$ cat src/rtl/frf_pkg.sv
// Shared types and constants for the FTP reply framer.
// Byte classes, framing states, status codes and default queue depths.
// No dependencies.
package frf_pkg;

  localparam logic [7:0] ChrDigit0 = 8'h30;
  localparam logic [7:0] ChrDigit9 = 8'h39;
  localparam logic [7:0] ChrSpace  = 8'h20;
  localparam logic [7:0] ChrMinus  = 8'h2D;
  localparam logic [7:0] ChrCr     = 8'h0D;
  localparam logic [7:0] ChrLf     = 8'h0A;

  localparam int unsigned MidDepthDefault = 2;
  localparam int unsigned OutDepthDefault = 2;

  typedef enum logic [2:0] {
    CLS_DIGIT = 3'd0,
    CLS_SPACE = 3'd1,
    CLS_MINUS = 3'd2,
    CLS_CR    = 3'd3,
    CLS_LF    = 3'd4,
    CLS_OTHER = 3'd5
  } cls_e;

  typedef enum logic [3:0] {
    ST_START    = 4'd0,
    ST_CODE2    = 4'd1,
    ST_CODE3    = 4'd2,
    ST_SEP      = 4'd3,
    ST_BODY_CR  = 4'd4,
    ST_BODY_LF  = 4'd5,
    ST_LINE     = 4'd6,
    ST_CLOSE2   = 4'd7,
    ST_CLOSE3   = 4'd8,
    ST_CLOSE_SP = 4'd9,
    ST_LAST_CR  = 4'd10,
    ST_LAST_LF  = 4'd11,
    ST_ERR      = 4'd13,
    ST_DONE     = 4'd14
  } state_e;

  typedef enum logic [1:0] {
    STATUS_BUSY = 2'd0,
    STATUS_DONE = 2'd1,
    STATUS_ERR  = 2'd2
  } status_e;

  typedef struct packed {
    status_e status;
    logic    line_end;
  } result_t;

endpackage

$ cat src/rtl/frf_fifo.sv
// Small first-in first-out queue built from flip-flops.
// Generic in width and depth; no package dependency.
module frf_fifo #(
  parameter int unsigned Width = 3,
  parameter int unsigned Depth = 2
) (
  input  logic             clk_i,
  input  logic             rst_ni,
  input  logic             push_i,
  input  logic [Width-1:0] data_i,
  output logic             full_o,
  input  logic             pop_i,
  output logic [Width-1:0] data_o,
  output logic             empty_o
);

  localparam int unsigned PtrW = (Depth > 1) ? $clog2(Depth) : 1;
  localparam int unsigned CntW = $clog2(Depth + 1);

  logic [Width-1:0] mem_q [Depth];
  logic [PtrW-1:0]  wptr_q, wptr_d, rptr_q, rptr_d;
  logic [CntW-1:0]  cnt_q, cnt_d;
  logic             do_push, do_pop;

  assign full_o  = (cnt_q == CntW'(Depth));
  assign empty_o = (cnt_q == '0);
  assign do_push = push_i && !full_o;
  assign do_pop  = pop_i && !empty_o;
  assign data_o  = mem_q[rptr_q];

  always_comb begin
    wptr_d = wptr_q;
    rptr_d = rptr_q;
    cnt_d  = cnt_q;
    if (do_push) begin
      wptr_d = (wptr_q == PtrW'(Depth - 1)) ? '0 : wptr_q + PtrW'(1);
    end
    if (do_pop) begin
      rptr_d = (rptr_q == PtrW'(Depth - 1)) ? '0 : rptr_q + PtrW'(1);
    end
    case ({do_push, do_pop})
      2'b10:   cnt_d = cnt_q + CntW'(1);
      2'b01:   cnt_d = cnt_q - CntW'(1);
      default: cnt_d = cnt_q;
    endcase
  end

  always_ff @(posedge clk_i or negedge rst_ni) begin
    if (!rst_ni) begin
      wptr_q <= '0;
      rptr_q <= '0;
      cnt_q  <= '0;
    end else begin
      wptr_q <= wptr_d;
      rptr_q <= rptr_d;
      cnt_q  <= cnt_d;
    end
  end

  always_ff @(posedge clk_i) begin
    if (do_push) begin
      mem_q[wptr_q] <= data_i;
    end
  end

  a_cnt_bound: assert property (@(posedge clk_i) disable iff (!rst_ni)
    cnt_q <= CntW'(Depth))
    else $error("fifo count beyond depth");

endmodule

$ cat src/rtl/frf_front.sv
// Front end of the reply framer: accepts received bytes and sorts each
// into a character class for the framing queue. Depends on frf_pkg.
module frf_front (
  input  logic          push_i,
  input  logic [7:0]    rx_byte_i,
  output logic          full_o,
  input  logic          mid_full_i,
  output logic          mid_push_o,
  output frf_pkg::cls_e mid_cls_o
);
  import frf_pkg::*;

  assign full_o     = mid_full_i;
  assign mid_push_o = push_i;

  always_comb begin
    if (rx_byte_i inside {[ChrDigit0:ChrDigit9]}) begin
      mid_cls_o = CLS_DIGIT;
    end else begin
      case (rx_byte_i)
        ChrSpace: mid_cls_o = CLS_SPACE;
        ChrMinus: mid_cls_o = CLS_MINUS;
        ChrCr:    mid_cls_o = CLS_CR;
        ChrLf:    mid_cls_o = CLS_LF;
        default:  mid_cls_o = CLS_OTHER;
      endcase
    end
  end

endmodule

$ cat src/rtl/frf_back.sv
// Back end of the reply framer: steps the framing state machine on each
// queued byte class and emits one status beat per byte. Depends on frf_pkg.
module frf_back (
  input  logic            clk_i,
  input  logic            rst_ni,
  input  logic            mid_empty_i,
  input  frf_pkg::cls_e   mid_cls_i,
  output logic            mid_pop_o,
  input  logic            out_full_i,
  output logic            out_push_o,
  output frf_pkg::result_t out_result_o
);
  import frf_pkg::*;

  state_e state_q, state_d, tgt_st;
  logic   prev_cr_q, prev_cr_d;
  logic   step;

  assign step       = !mid_empty_i && !out_full_i;
  assign mid_pop_o  = step;
  assign out_push_o = step;

  // Transition target, including the error and complete markers.
  always_comb begin
    tgt_st = ST_ERR;
    case (state_q)
      ST_CODE2:    tgt_st = (mid_cls_i == CLS_DIGIT) ? ST_CODE3 : ST_ERR;
      ST_CODE3:    tgt_st = (mid_cls_i == CLS_DIGIT) ? ST_SEP : ST_ERR;
      ST_SEP: begin
        case (mid_cls_i)
          CLS_SPACE: tgt_st = ST_LAST_CR;
          CLS_MINUS: tgt_st = ST_BODY_CR;
          default:   tgt_st = ST_ERR;
        endcase
      end
      ST_BODY_CR:  tgt_st = (mid_cls_i == CLS_CR) ? ST_BODY_LF : ST_BODY_CR;
      ST_BODY_LF:  tgt_st = (mid_cls_i == CLS_LF) ? ST_LINE : ST_BODY_CR;
      ST_LINE: begin
        case (mid_cls_i)
          CLS_DIGIT: tgt_st = ST_CLOSE2;
          CLS_SPACE: tgt_st = ST_BODY_CR;
          default:   tgt_st = ST_ERR;
        endcase
      end
      ST_CLOSE2:   tgt_st = (mid_cls_i == CLS_DIGIT) ? ST_CLOSE3 : ST_ERR;
      ST_CLOSE3:   tgt_st = (mid_cls_i == CLS_DIGIT) ? ST_CLOSE_SP : ST_ERR;
      ST_CLOSE_SP: tgt_st = (mid_cls_i == CLS_SPACE) ? ST_LAST_CR : ST_ERR;
      ST_LAST_CR:  tgt_st = (mid_cls_i == CLS_CR) ? ST_LAST_LF : ST_LAST_CR;
      ST_LAST_LF:  tgt_st = (mid_cls_i == CLS_LF) ? ST_DONE : ST_LAST_CR;
      default:     tgt_st = (mid_cls_i == CLS_DIGIT) ? ST_CODE2 : ST_ERR;
    endcase
  end

  // Next state: a finished or failed reply returns to the start state.
  always_comb begin
    state_d   = state_q;
    prev_cr_d = prev_cr_q;
    if (step) begin
      prev_cr_d = (mid_cls_i == CLS_CR);
      if (tgt_st == ST_ERR || tgt_st == ST_DONE) begin
        state_d = ST_START;
      end else begin
        state_d = tgt_st;
      end
    end
  end

  // Outputs of the current step.
  always_comb begin
    case (tgt_st)
      ST_ERR:  out_result_o.status = STATUS_ERR;
      ST_DONE: out_result_o.status = STATUS_DONE;
      default: out_result_o.status = STATUS_BUSY;
    endcase
    out_result_o.line_end = (mid_cls_i == CLS_LF) && prev_cr_q;
  end

  always_ff @(posedge clk_i or negedge rst_ni) begin
    if (!rst_ni) begin
      state_q   <= ST_START;
      prev_cr_q <= 1'b0;
    end else begin
      state_q   <= state_d;
      prev_cr_q <= prev_cr_d;
    end
  end

  a_end_to_start: assert property (@(posedge clk_i) disable iff (!rst_ni)
    step && out_result_o.status != STATUS_BUSY |=> state_q == ST_START)
    else $error("framer did not return to start after a finished reply");

  a_line_end_cr: assert property (@(posedge clk_i) disable iff (!rst_ni)
    step && out_result_o.line_end |-> $past(prev_cr_d))
    else $error("line end flagged without a preceding CR");

  a_idle_hold: assert property (@(posedge clk_i) disable iff (!rst_ni)
    !step |=> $stable(state_q) && $stable(prev_cr_q))
    else $error("framer state moved without a byte");

endmodule

$ cat src/rtl/ftp_reply_framer.sv
// Top level of the FTP reply framer.
// Instantiates frf_front, two frf_fifo queues and frf_back; uses frf_pkg.
//
// Usage:
//   Input channel: present one reply byte on rx_byte_i and raise push; the
//   beat is taken at a rising edge where full is low. Result channel: while
//   empty is low, frame_status_o and line_end_o show the oldest status beat;
//   raise pop to take it. Every byte yields exactly one status beat, in order.
//   frame_status_o is 0 while a reply is in progress, 1 on the byte that
//   completes it and 2 on a format error; after 1 or 2 the framer starts over
//   on the next byte. line_end_o marks an LF whose preceding byte was CR.
//   Each byte is held in the byte queue, and its status beat in the status
//   queue. Throughput: one byte per clock while pop stays high; the framing
//   machine takes one state step per byte, and both queues push and pop in
//   the same cycle.
//   Reset (rst_ni low, asynchronous) empties both queues, puts the framer in
//   the wait-for-first-digit state and clears the CR memory.
//   When the receiver stalls, the output queue fills, the framer stops, the
//   byte queue fills and full rises; no beat is lost or repeated.
module ftp_reply_framer #(
  parameter int unsigned MidDepth = frf_pkg::MidDepthDefault,
  parameter int unsigned OutDepth = frf_pkg::OutDepthDefault
) (
  input  logic       clk_i,
  input  logic       rst_ni,
  input  logic       push,
  output logic       full,
  input  logic [7:0] rx_byte_i,
  output logic       empty,
  input  logic       pop,
  output logic [1:0] frame_status_o,
  output logic       line_end_o
);
  import frf_pkg::*;

  // Byte classes travel from the front end to the framer through this queue.
  logic    mid_push, mid_full, mid_pop, mid_empty;
  cls_e    front_cls, mid_cls;
  logic [$bits(cls_e)-1:0] mid_rd;

  // Status beats wait here for the receiver.
  logic    out_push, out_full;
  result_t out_wr, out_rd;
  logic [$bits(result_t)-1:0] out_rd_bits;

  frf_front u_front (
    .push_i     (push),
    .rx_byte_i  (rx_byte_i),
    .full_o     (full),
    .mid_full_i (mid_full),
    .mid_push_o (mid_push),
    .mid_cls_o  (front_cls)
  );

  frf_fifo #(
    .Width ($bits(cls_e)),
    .Depth (MidDepth)
  ) u_mid_q (
    .clk_i   (clk_i),
    .rst_ni  (rst_ni),
    .push_i  (mid_push),
    .data_i  (front_cls),
    .full_o  (mid_full),
    .pop_i   (mid_pop),
    .data_o  (mid_rd),
    .empty_o (mid_empty)
  );

  assign mid_cls = cls_e'(mid_rd);

  frf_back u_back (
    .clk_i        (clk_i),
    .rst_ni       (rst_ni),
    .mid_empty_i  (mid_empty),
    .mid_cls_i    (mid_cls),
    .mid_pop_o    (mid_pop),
    .out_full_i   (out_full),
    .out_push_o   (out_push),
    .out_result_o (out_wr)
  );

  frf_fifo #(
    .Width ($bits(result_t)),
    .Depth (OutDepth)
  ) u_out_q (
    .clk_i   (clk_i),
    .rst_ni  (rst_ni),
    .push_i  (out_push),
    .data_i  (out_wr),
    .full_o  (out_full),
    .pop_i   (pop),
    .data_o  (out_rd_bits),
    .empty_o (empty)
  );

  assign out_rd         = result_t'(out_rd_bits);
  assign frame_status_o = out_rd.status;
  assign line_end_o     = out_rd.line_end;

endmodule

$ cat config.mk
export PLATFORM = sky130hd
export DESIGN_NAME = ftp_reply_framer
export DESIGN_NICKNAME = d
export VERILOG_FILES = /design/src/rtl/frf_pkg.sv /design/src/rtl/frf_fifo.sv /design/src/rtl/frf_front.sv /design/src/rtl/frf_back.sv /design/src/rtl/ftp_reply_framer.sv
export SDC_FILE = /design/constraint.sdc
export NUM_CORES = 1
export LEC_CHECK = 0
export BUFFER_PORTS_ARGS = -buffer_cell sky130_fd_sc_hd__buf_2
export CORE_ASPECT_RATIO = 0.6
export CORE_MARGIN = 3
export CORE_UTILIZATION = 47
export DETAILED_ROUTE_END_ITERATION = 10
export GPL_ROUTABILITY_DRIVEN = 0
export HOLD_SLACK_MARGIN = 0.15
export PLACE_DENSITY = 0.66
export REMOVE_ABC_BUFFERS = 1
export SLEW_MARGIN = 10
export SYNTH_ARGS = -nofsm -noshare
export SYNTH_HDL_FRONTEND = slang
export SYNTH_SLANG_ARGS = --single-unit
$ cat constraint.sdc
create_clock -name clk_i -period 2.75 [get_ports clk_i]
set_input_delay 0.55 -clock clk_i [delete_from_list [all_inputs] [get_ports clk_i]]
set_output_delay 0.55 -clock clk_i [all_outputs]
set_load 0.01 [all_outputs]
==> results.md, run 1 <==
- Highest ir drop seen on vdd: 0.000651 V
- DPL Wire Length: 2.89 mm
- Crit path max fanout: 15
- Internal power: 1.18 mW
- Fin crit share: 78.4%
- Leakage: 0.650 nW
- Worst-Skew Late Latency: 0.27 ns
- Clock slew at reported path FFs: 0.08 ns
- Die W: 81.9 µm
- Commonest non-fill, non-tap cell in the layout: nor2_1
- Top cells by area, synth: edfxtp_1 22%, dfrtp_1 20%, xnor2_1 4.8%
- Worst Path Arrival: 2.25 ns
- Most frequent cells in the layout: 17 x nor2_1, 16 x buf_2, 13 x dfrtp_1
- Final slew viol count: 0
- Initial antenna violation count: 0
- Maximum capacitance violations: 0
- Hold Vio Cnt, Final: 0
- Clock Path Buffers: 2
- Pwr dens: 1170 nW/µm²
- Min-delay worst type: input port to async pin
- R2R depth: 5
- Routed wire length: 3.73 mm
- Clock skew: 0.00149 ns
- Core Area: 3080 µm²
- Fin crit period: 2.16 ns
- Worst r2r src: u_mid_q.rptr_q$_DFFE_PN0P_
- Die footprint: 4230 µm²
- Setup TNS: 0 ns
- Required @ worst endpoint: 2.84 ns
- Max-slew headroom: 62.0%
- TritonRoute pass-1 iters: 4
- DR vias/cell: 6.13
- Final core occ: 57.8%
- Largest net degree at the start of global routing: 18
- Mapped Area: 1630 µm²
- First-pass GRT wire length: 6.21 mm
- Ys flop type: dfrtp_1
- Post-DRT Antenna Nets: 0
- # fillers: 284
- Clock power share: 10.5%
- Row cnt: 15
- Layout cell share with drive strength beyond 1: 21.5%
- Routed len/inst: 17.4 µm
- Crit Reg-Reg Endpoint: u_out_q.mem_q[1][2]$_DFFE_PP_
- Gate power share: 50.0%
- H-tree lvl count: 1
- Post-route cell area: 1780 µm²
- Via Count: 1311
- Syn_area_per_cell: 10.4 µm²
- PortBufs: 16
- Post-CTS sizing: 0
- Register area share after synthesis: 42.2%
- Vias in the first global route: 1225
- Crit path launch type: register
- Drt drc: 0
- Post-CTS Setup Inserts: 0
- Synth area leader: edfxtp_1
- Fmax: 0.464 GHz
- Dpl cell area: 1740 µm²
- Layout area overhead: 9.46%
- Drt first-iter violations: 108
- Net Sw Frac: 43.4%
- Post-synth top area share: 22.2%
- Worst Tran Pin Value: 0.565 ns
- Distinct cell type count after synthesis: 58
- Worst reg-to-reg setup slack: 0.59 ns
- Unrepaired setup endpoints after global routing: no
- Die Y: 51.6 µm
- Final nets: 187
- Power share of the sequential group: 39.5%
- Clk sinks: 25
- Total CTS buffers: 3
- Clock root buffer: clkbuf_8
- Initial Util: 52.8%
- Post-CTS Hold Buffers: 0
- CP endpoint kind: register
- NetSw: 0.907 mW
- Worst Path Class, Setup: register to register
- Cell count after synthesis: 156
- Ys async rst share: 52.0%
- Syn. warnings: 0
- Post-synth EDFFs: 12
- Status: finished, final reports clean
- Overflow after GRT: 0
- N_diodes: 0
- Total GRT Usage: 19.9%
- CTS tree: done
- Synthesized flop and latch total: 25
- Final setup viols: 0
- Ports: 17
## stage by stage
stage	total power [mW]	hold slack [ns]	setup slack [ns]	std cells
final	2.09	0.159	0.594	214
after global routing	2.26	0.170	0.419	214
after CTS	2.09	0.166	0.610	214
after detailed placement	1.86	0.463	0.633	210
after global placement	1.80	0.449	0.722	210
after floorplan	1.56	0.254	0.860	151
## critical path, cell delays in order, from the launching register on
cell and delay [ns]:
dfrtp_1 0.67, or3b_1 0.45, a2111oi_4 0.42, a21oi_2 0.08, o31a_2 0.15, nor3_1 0.20
## area by class of cell
type / instances / area (µm²) / area share, %
clock buffer: 4 / 45.0 / 2.53
tap: 42 / 52.6 / 2.95
multi-input combinational: 120 / 887 / 49.8
sequential: 25 / 686 / 38.5
inverter: 6 / 22.5 / 1.26
timing repair buffer: 17 / 87.6 / 4.92
## worst max path at each step
stage,from,end,slack [ns],cells after the start
4_1_cts,u_mid_q.rptr_q$_DFFE_PN0P_,u_out_q.mem_q[0][2]$_DFFE_PP_,0.61,5
2_1_floorplan,u_mid_q.rptr_q$_DFFE_PN0P_,u_back.state_q[1]$_DFFE_PN0P_,0.86,5
3_3_place_gp,u_mid_q.rptr_q$_DFFE_PN0P_,u_out_q.mem_q[0][2]$_DFFE_PP_,0.72,5
3_5_place_dp,u_mid_q.rptr_q$_DFFE_PN0P_,u_out_q.mem_q[0][2]$_DFFE_PP_,0.63,5
5_1_grt,u_back.state_q[0]$_DFFE_PN0P_,u_out_q.mem_q[1][2]$_DFFE_PP_,0.42,5
6_report,u_mid_q.rptr_q$_DFFE_PN0P_,u_out_q.mem_q[1][2]$_DFFE_PP_,0.59,5
## registers in the layout, summed over array words and instances (netlist names)
register and cells:
u_out_q.cnt_q 2, u_mid_q.mem_q 6, u_back.state_q 4, u_out_q.rptr_q 1, u_mid_q.rptr_q 1, u_out_q.wptr_q 1
u_out_q.mem_q 6, u_mid_q.cnt_q 2, u_back.prev_cr_q 1, u_mid_q.wptr_q 1
## cell families (layout without fill, tap and decap cells)
family | count (synthesis) | after routing | share of synthesized area, %
compound gates | 36 | 36 | 18.8
buf+inv | 11 | 27 | 3.31
fa+ha+maj | 2 | 2 | 1.54
simple gates | 66 | 66 | 25.0
xor+xnor | 11 | 11 | 5.92
mux | 5 | 5 | 3.31
flops | 25 | 25 | 42.2
## metal layers
metal  share of wire [%]  track usage, %  up-vias
li1                    -               -      626
met1                  48            29.8      621
met2                  43            28.8       60
met3                 8.7            4.84        4
met4                 1.1            4.97        0
met5                   0               0        -
## power groups by stage
stage	sequential [mW]	combinational (mW)	clock [mW]
finish	0.824	1.04	0.219
floorplan	0.756	0.806	0
global route	0.856	1.16	0.244
global placement	0.807	0.997	0
detailed placement	0.827	1.04	0
CTS	0.819	1.04	0.225
## cells in the mapped netlist, drive strengths merged, types with 2 or more instances
master and count:
o31ai 5, ha 2, nand3 3, nor2 18
o21ai 6, clkbuf 2, nor3 4, dfrtp 13
nand2 10, a32oi 2, edfxtp 12, buf 3
xnor2 9, nor3b 4, mux2 3, a211o 2
mux2i 2, nor4b 5, a211oi 2, and2 2
or3 3, nand2b 3, a21oi 3, o22ai 3
a31oi 3, inv 6, xor2 2, nor4 2
nor2b 2, and3 2
Power figures use the tool's default switching activity.
==> run 2, diff against run 1 <==
--- a/config.mk
+++ b/config.mk
@@ -5,6 +5,7 @@
 export SDC_FILE = /design/constraint.sdc
 export NUM_CORES = 1
 export LEC_CHECK = 0
+export ABC_AREA = 1
 export BUFFER_PORTS_ARGS = -buffer_cell sky130_fd_sc_hd__buf_2
 export CORE_ASPECT_RATIO = 0.6
 export CORE_MARGIN = 3
==> constraint.sdc (replaced) <==
create_clock -name clk_i -period 2.25 [get_ports clk_i]
set_input_delay 0.45 -clock clk_i [delete_from_list [all_inputs] [get_ports clk_i]]
set_output_delay 0.45 -clock clk_i [all_outputs]
set_load 0.01 [all_outputs]
==> run 2 against run 1 <==
- via count increased by 2.4%
- clock power up 25%
- sequential power rose by 4.6%
- utilization decreased by 0.63 points
- non-clock buffer count increased by 1
- setup slack worse by 0.079 ns
- critical path depth stayed put
- sequential share of layout area up 1.9 points
- global-route usage is 1.4 points lower
- critical path type unchanged
==> results.md, run 2 <==
- Final nets: 238 (+27%)
- Power share of the sequential group: 35.8% (-3.7 points)
- Syn_area_per_cell: 7.43 µm² (-29%)
- Fin crit period: 1.73 ns (-0.421 ns)
- Distinct cell type count after synthesis: 25 (-57%)
- Met2 GRT Util: 28.4% (-0.47 points)
- Row cnt: 15 (unchanged)
- Initial antenna violation count: 0 (unchanged)
- Gate power share: 52.8% (+2.8 points)
- Mapped Area: 1510 µm² (-7.3%)
- Most numerous cell in the Yosys netlist: nand2_1
- Vias in the first global route: 1313 (+7.2%)
- Final setup viols: 0 (unchanged)
- Clk sinks: 25 (unchanged)
- Dpl cell area: 1640 µm² (-5.6%)
- Fmax: 0.577 GHz (+24%)
- Cell count after synthesis: 203 (+30%)
- Largest net degree at the start of global routing: 16 (-2)
- Clock slew at reported path FFs: 0.09 ns (about the same)
- Core Area: 2970 µm² (-3.7%)
- Post-synth EDFFs: 12 (unchanged)
- CP endpoint kind: register
- Commonest non-fill, non-tap cell in the layout: nand2_1
- Total CTS buffers: 3 (unchanged)
- Min-delay worst type: input port to register
- Ports: 17 (unchanged)
- Post-route cell area: 1700 µm² (-4.7%)
- Status: finished, final reports clean
- Clock power share: 11.4% (+0.9 points)
- Registers with the most flip-flops: u_mid_q.mem_q: 6 flops, u_out_q.mem_q: 6 flops, u_back.state_q: 4 flops
- Fin crit share: 77.1% (-1.3 points)
- Most frequent cells in the layout: 69 x nand2_1, 29 x nor2_1, 26 x inv_1
- Synthesized flop and latch total: 25 (unchanged)
- Layout cell share with drive strength beyond 1: 13.9% (-7.6 points)
- Crit path max fanout: 6 (-9)
- Die footprint: 3950 µm² (-6.6%)
- DPL Wire Length: 2.60 mm (-9.9%)
- H-tree lvl count: 1 (unchanged)
- Maximum capacitance violations: 0 (unchanged)
- # fillers: 288 (+1.4%)
- Net Sw Frac: 46.7% (+3.2 points)
- Crit path launch type: register
- Synth area leader: edfxtp_1
- N_diodes: 0 (unchanged)
- Setup TNS: 0 ns (unchanged)
- TritonRoute pass-1 iters: 4 (unchanged)
- Overflow after GRT: 0 (unchanged)
- Internal power: 1.28 mW (+8.8%)
- Clock Path Buffers: 2 (unchanged)
- Hold Vio Cnt, Final: 0 (unchanged)
- DR vias/cell: 5.07 (-17%)
- Post-CTS sizing: 0 (unchanged)
- Worst Path Class, Setup: register to register
- Clock skew: 0.00162 ns (+0.000123 ns)
- Post-synth top cells: 69 x nand2_1, 29 x nor2_1, 26 x inv_1
- First-pass GRT wire length: 5.80 mm (-6.6%)
- Worst Tran Pin Value: 0.460 ns (-0.105 ns)
- Register area share after synthesis: 45.5% (+3.3 points)
- Post-synth top area share: 23.9% (+1.7 points)
- Die Y: 49.9 µm (-3.3%)
- Total GRT Usage: 18.5% (-1.4 points)
- Routed wire length: 3.30 mm (-11%)
- Worst Path Arrival: 1.89 ns (-0.36 ns)
- Ys flop type: dfrtp_1
- Routed len/inst: 12.5 µm (-28%)
- Met1 Use GR: 27.3% (-2.5 points)
- Top cells by area, synth: edfxtp_1 24%, dfrtp_1 22%, nand2_1 17%
- Layout area overhead: 12.5%
- Leakage: 0.898 nW (+38%)
- Initial Util: 50.8% (-2.0 points)
- Unrepaired setup endpoints after global routing: no
- Syn. warnings: 0 (unchanged)
- Most used routing layer: met2
- Ys async rst share: 52.0% (unchanged)
- CTS tree: done
- Required @ worst endpoint: 2.40 ns (-0.44 ns)
- PortBufs: 16 (unchanged)
- Post-DRT Antenna Nets: 0 (unchanged)
- Worst reg-to-reg setup slack: 0.52 ns (-0.08 ns)
- Highest ir drop seen on vdd: 0.000905 V (+39%)
- NetSw: 1.12 mW (+24%)
- Die W: 79.1 µm (-3.4%)
- Clock root buffer: clkbuf_8
- Drt drc: 0 (unchanged)
- Final core occ: 57.2% (-0.63 points)
- Final slew viol count: 0 (unchanged)
- Drt first-iter violations: 144 (+33%)
- Via Count: 1343 (+2.4%)
- Met3 Use GR: 3.65% (-1.2 points)
- Max-slew headroom: 69.0% (+7.0 points)
- Worst-Skew Late Latency: 0.27 ns (about the same)
- Pwr dens: 1420 nW/µm² (+21%)
==> run 2: cell types whose count changed in the layout (fill, tap and decap cells not counted), sizes merged, moves of 4 or more <==
cell	before	now
nand2	10	72
inv	6	27
nor2	18	31
nand3	3	11
xnor2	9	2
nor4b	5	0
o31ai	5	0
nor3b	4	0
==> run 2: metrics by stage <==
step                      cells  hold WS, ns  total power, mW  setup slack, ns
after detailed placement    260        0.364             2.12            0.494
after floorplan             201        0.154             1.77            0.258
final                       265        0.507             2.41            0.516
after CTS                   265        0.501             2.40            0.512
after global placement      260        0.354             2.05            0.591
after global routing        265        0.519             2.64            0.383
==> run 2: kinds of logic (layout without fill, tap and decap cells) <==
| family | after synthesis | count (layout) | synth area share, % |
|---|---|---|---|
| buffers and inverters | 29 | 49 | 7.39 |
| xor gates and xnor gates | 7 | 7 | 4.07 |
| DFF | 25 | 25 | 45.5 |
| AOI/OAI and AO/OA | 17 | 17 | 6.31 |
| and+or+nand+nor | 123 | 123 | 35.1 |
| adders and majority gates | 2 | 2 | 1.66 |
==> run 2: critical path, cell delays in order, from the launching register on <==
cell and delay (ns):
dfrtp_1 0.45, o21ai_0 0.43, ha_1 0.35, a21oi_1 0.12
o21ai_0 0.11, xor2_1 0.15
==> run 2: path summary, 6_finish.rpt <==
kind / startpoint / to / cells past startpoint
min in group asynchronous: rst_ni / u_back.state_q[1]$_DFFE_PN0P_ / 2
worst max-delay path: u_mid_q.cnt_q[0]$_DFFE_PN0P_ / u_mid_q.cnt_q[1]$_DFFE_PN0P_ / 5
worst min-delay path: pop / u_out_q.rptr_q$_DFFE_PN0P_ / 3
worst min register to register: u_back.prev_cr_q$_DFFE_PN0P_ / u_back.prev_cr_q$_DFFE_PN0P_ / 2
worst max register to register: u_mid_q.cnt_q[0]$_DFFE_PN0P_ / u_mid_q.cnt_q[1]$_DFFE_PN0P_ / 5
max in group asynchronous: rst_ni / u_out_q.rptr_q$_DFFE_PN0P_ / 2
==> run 2: layer usage <==
layer  part of all wire (%)  vias to the layer above  routed length (µm)
met5                      0                        -                   0
met4                   0.88                        0                  29
met3                    5.7                        4                 189
met2                     43                       50                1430
met1                     50                      604                1660
li1                       -                      685                   -
==> run 2: cell type report <==
type	instances	area [µm²]	area share (%)
Sequential cell	25	686	40.4
Tap cell	42	52.6	3.10
Inverter	27	101	5.97
Clock inverter	1	7.51	0.442
Multi-Input combinational cell	149	711	41.9
Clock buffer	3	41.3	2.43
Timing Repair Buffer	18	97.6	5.75
==> run 2: repair_timing <==
action | in CTS | in global routing
setup buffers | 0 | 0
endpoints found under the hold margin | 13 | 0
hold buffers | 1 | 0
==> run 2: power groups by stage <==
| stage | registers, mW | logic, mW | clock network, mW |
|---|---|---|---|
| 2_1_floorplan | 0.827 | 0.946 | 0 |
| 4_1_cts | 0.859 | 1.26 | 0.278 |
| 6_report | 0.862 | 1.27 | 0.274 |
| 5_1_grt | 0.892 | 1.45 | 0.300 |
| 3_5_place_dp | 0.870 | 1.25 | 0 |
| 3_3_place_gp | 0.856 | 1.19 | 0 |
==> run 3, diff against run 2 <==
==> constraint.sdc (replaced) <==
create_clock -name clk_i -period 1.65 [get_ports clk_i]
set_input_delay 0.33 -clock clk_i [delete_from_list [all_inputs] [get_ports clk_i]]
set_output_delay 0.33 -clock clk_i [all_outputs]
set_load 0.01 [all_outputs]
==> run 3 against run 2 <==
- die area unchanged
- fmax increased by 5.0%
- sequential share of layout area decreased by 4.8 points
- the run now ends with setup timing left
- critical path type unchanged
- flip-flop and latch count unchanged
- largest power group unchanged
==> results.md, run 3 (synthesized netlist as in run 2, its figures left out) <==
- Status: complete, but fails checks
- Violated checks: setup timing
- Net Sw Frac: 46.7% (+0.075 points)
- Critical path's slowest cell: dfrtp_2
- Final setup viols: 2 (+2)
- Registers with the most flip-flops: u_mid_q.mem_q: 6 flops, u_out_q.mem_q: 6 flops, u_back.state_q: 4 flops
- NetSw: 1.80 mW (+61%)
- Hold Vio Cnt, Final: 0 (unchanged)
- Gate power share: 58.8% (+6.0 points)
- CTS tree: done
- Die Y: 49.9 µm (unchanged)
- DR vias/cell: 5.19 (+2.5%)
- CP top delay family: simple AND/OR/NAND/NOR gates
- Overflow after GRT: 0 (unchanged)
- Pwr Total: 3.86 mW (+60%)
- Leakage: 0.990 nW (+10%)
- Worst-Skew Late Latency: 0.27 ns (about the same)
- Die W: 79.1 µm (unchanged)
- Worst Path Class, Setup: register to register
- Core Area: 2970 µm² (unchanged)
- DPL Wire Length: 2.67 mm (+2.7%)
- Crit path buf inv count: 1 (+1)
- Commonest non-fill, non-tap cell in the layout: nand2_1
- Total GRT Usage: 19.1% (+0.59 points)
- Clock Path Buffers: 2 (unchanged)
- Row cnt: 15 (unchanged)
- Final core occ: 65.5% (+8.3 points)
- Clk sinks: 25 (unchanged)
- Slowest cell delay on critical path: 0.47 ns (+0.02 ns)
- N_diodes: 0 (unchanged)
- Beginning of the critical path: u_mid_q.rptr_q$_DFFE_PN0P_
- Hold EP: u_out_q.rptr_q$_DFFE_PN0P_
- Fin crit period: 1.65 ns (-0.0821 ns)
- Fin crit share: 100% (+23 points)
- PortBufs: 16 (unchanged)
- Setup TNS: -0.00436 ns (-0.00436 ns)
- Max-slew headroom: 77.1% (+8.2 points)
- Clock slew at reported path FFs: 0.10 ns (about the same)
- Unrepaired setup endpoints after global routing: yes
- Internal power: 2.06 mW (+60%)
- Required @ worst endpoint: 1.69 ns (-0.71 ns)
- Final nets: 251 (+5.5%)
- Largest net degree at the start of global routing: 17 (+1)
- Most frequent cells in the layout: 58 x nand2_1, 26 x inv_1, 23 x nor2_1
- R2R depth: 10 (+5)
- Post-DRT Antenna Nets: 0 (unchanged)
- Initial Util: 50.8% (unchanged)
- CP cell instances: clkinv_4, nand2_4, nand2_8, nand3_4, nand2_4, nand2_2, nor2_2, nand3_2, nand2_2, nor2_2
- Drt drc: 0 (unchanged)
- Total CTS buffers: 3 (unchanged)
- First-pass GRT wire length: 5.93 mm (+2.2%)
- Pwr dens: 1990 nW/µm² (+40%)
- Layout cell share with drive strength beyond 1: 30.1% (+16 points)
- Fmax: 0.605 GHz (+5.0%)
- Die footprint: 3950 µm² (unchanged)
- Crit Reg-Reg Endpoint: u_out_q.mem_q[1][2]$_DFFE_PP_
- Crit path launch type: register
- Routed wire length: 3.73 mm (+13%)
- Clock root buffer: clkbuf_8
- Initial antenna violation count: 0 (unchanged)
- Setup slack after layout: -0.00224 ns (-0.518 ns)
- Final slew viol count: 0 (unchanged)
- TritonRoute pass-1 iters: 5 (+1)
- Min-delay worst type: input port to register
- Worst reg-to-reg setup slack: -0.002 ns (-0.52 ns)
- Highest ir drop seen on vdd: 0.00106 V (+17%)
- Routed len/inst: 13.4 µm (+7.7%)
- Worst r2r src: u_mid_q.rptr_q$_DFFE_PN0P_
- Clock skew: 0.00377 ns (+0.00215 ns)
- Worst Path Arrival: 1.69 ns (-0.20 ns)
- Drt first-iter violations: 226 (+57%)
- Vias in the first global route: 1333 (+1.5%)
- Min-Delay Path Depth: 4 (+1)
- CP endpoint kind: register
- Power share of the sequential group: 31.2% (-4.6 points)
- Layout area overhead: 28.8%
- Crit path max fanout: 7 (+1)
- Hold path start: pop
- Ports: 17 (unchanged)
- Via Count: 1444 (+7.5%)
- H-tree lvl count: 1 (unchanged)
- Worst Tran Pin Value: 0.341 ns (-0.119 ns)
- Maximum capacitance violations: 0 (unchanged)
- Clock power share: 10.1% (-1.3 points)
-- run 3: worst max-delay path by stage --
stage                                    endpoint  slack, ns  cells past startpoint
detailed placement  u_out_q.mem_q[1][2]$_DFFE_PP_      -0.02                     10
finish              u_out_q.mem_q[1][2]$_DFFE_PP_     -0.002                     10
CTS                 u_out_q.mem_q[1][2]$_DFFE_PP_      0.001                      8
global placement    u_out_q.mem_q[0][2]$_DFFE_PP_       0.09                     11
global route        u_out_q.mem_q[0][2]$_DFFE_PP_      -0.07                     10
floorplan            u_mid_q.cnt_q[1]$_DFFE_PN0P_      -0.34                      6
-- run 3: area by class of cell --
class                      instances  area (µm²)
sequential                        25         692
tap                               42        52.6
multi-input combinational        149         842
timing repair buffer              31         199
clock buffer                       3        41.3
inverter                          27         106
clock inverter                     1        8.76
fill                             258        1020
-- run 3: per-stage QoR --
stage	cells	instance area [µm²]	hold slack (ns)	setup WS, ns
2_1_floorplan	201	1500	0.0344	-0.342
3_3_place_gp	264	1670	0.239	0.0942
3_5_place_dp	264	1670	0.242	-0.0175
4_1_cts	269	1730	0.436	0.00144
5_1_grt	278	1940	0.469	-0.0721
6_report	278	1940	0.444	-0.00224
-- run 3: timing repair --
| item | 4_1_cts | 5_1_grt |
|---|---|---|
| endpoints found under the setup margin | 2 | 8 |
| pin swaps | 0 | 10 |
| setup buffers | 0 | 9 |
| gates resized for setup | 2 | 40 |
| hold buffers | 1 | 0 |
| hold endpoints to repair | 13 | 0 |
-- run 3: routing by layer --
layer	part of all wire (%)	routed length, µm	global-route usage [%]	vias up
met2	43	1620	30.0	75
li1	-	-	-	708
met4	1.6	58	6.29	0
met1	47	1770	26.9	655
met3	7.6	283	3.10	6
met5	0	0	0	-
-- run 3: worst register-to-register path, cell delays in order (launching register included) --
cell and delay [ns]:
dfrtp_2 0.47, clkinv_4 0.11, nand2_4 0.07, nand2_8 0.11, nand3_4 0.12, nand2_4 0.10
nand2_2 0.06, nor2_2 0.11, nand3_2 0.09, nand2_2 0.12, nor2_2 0.05
-- run 3: power groups by stage --
stage | clock network (mW) | registers (mW) | logic (mW)
4_1_cts | 0.392 | 1.18 | 1.79
2_1_floorplan | 0 | 1.13 | 1.29
3_3_place_gp | 0 | 1.17 | 1.70
5_1_grt | 0.418 | 1.24 | 2.54
6_report | 0.389 | 1.20 | 2.27
3_5_place_dp | 0 | 1.19 | 1.77
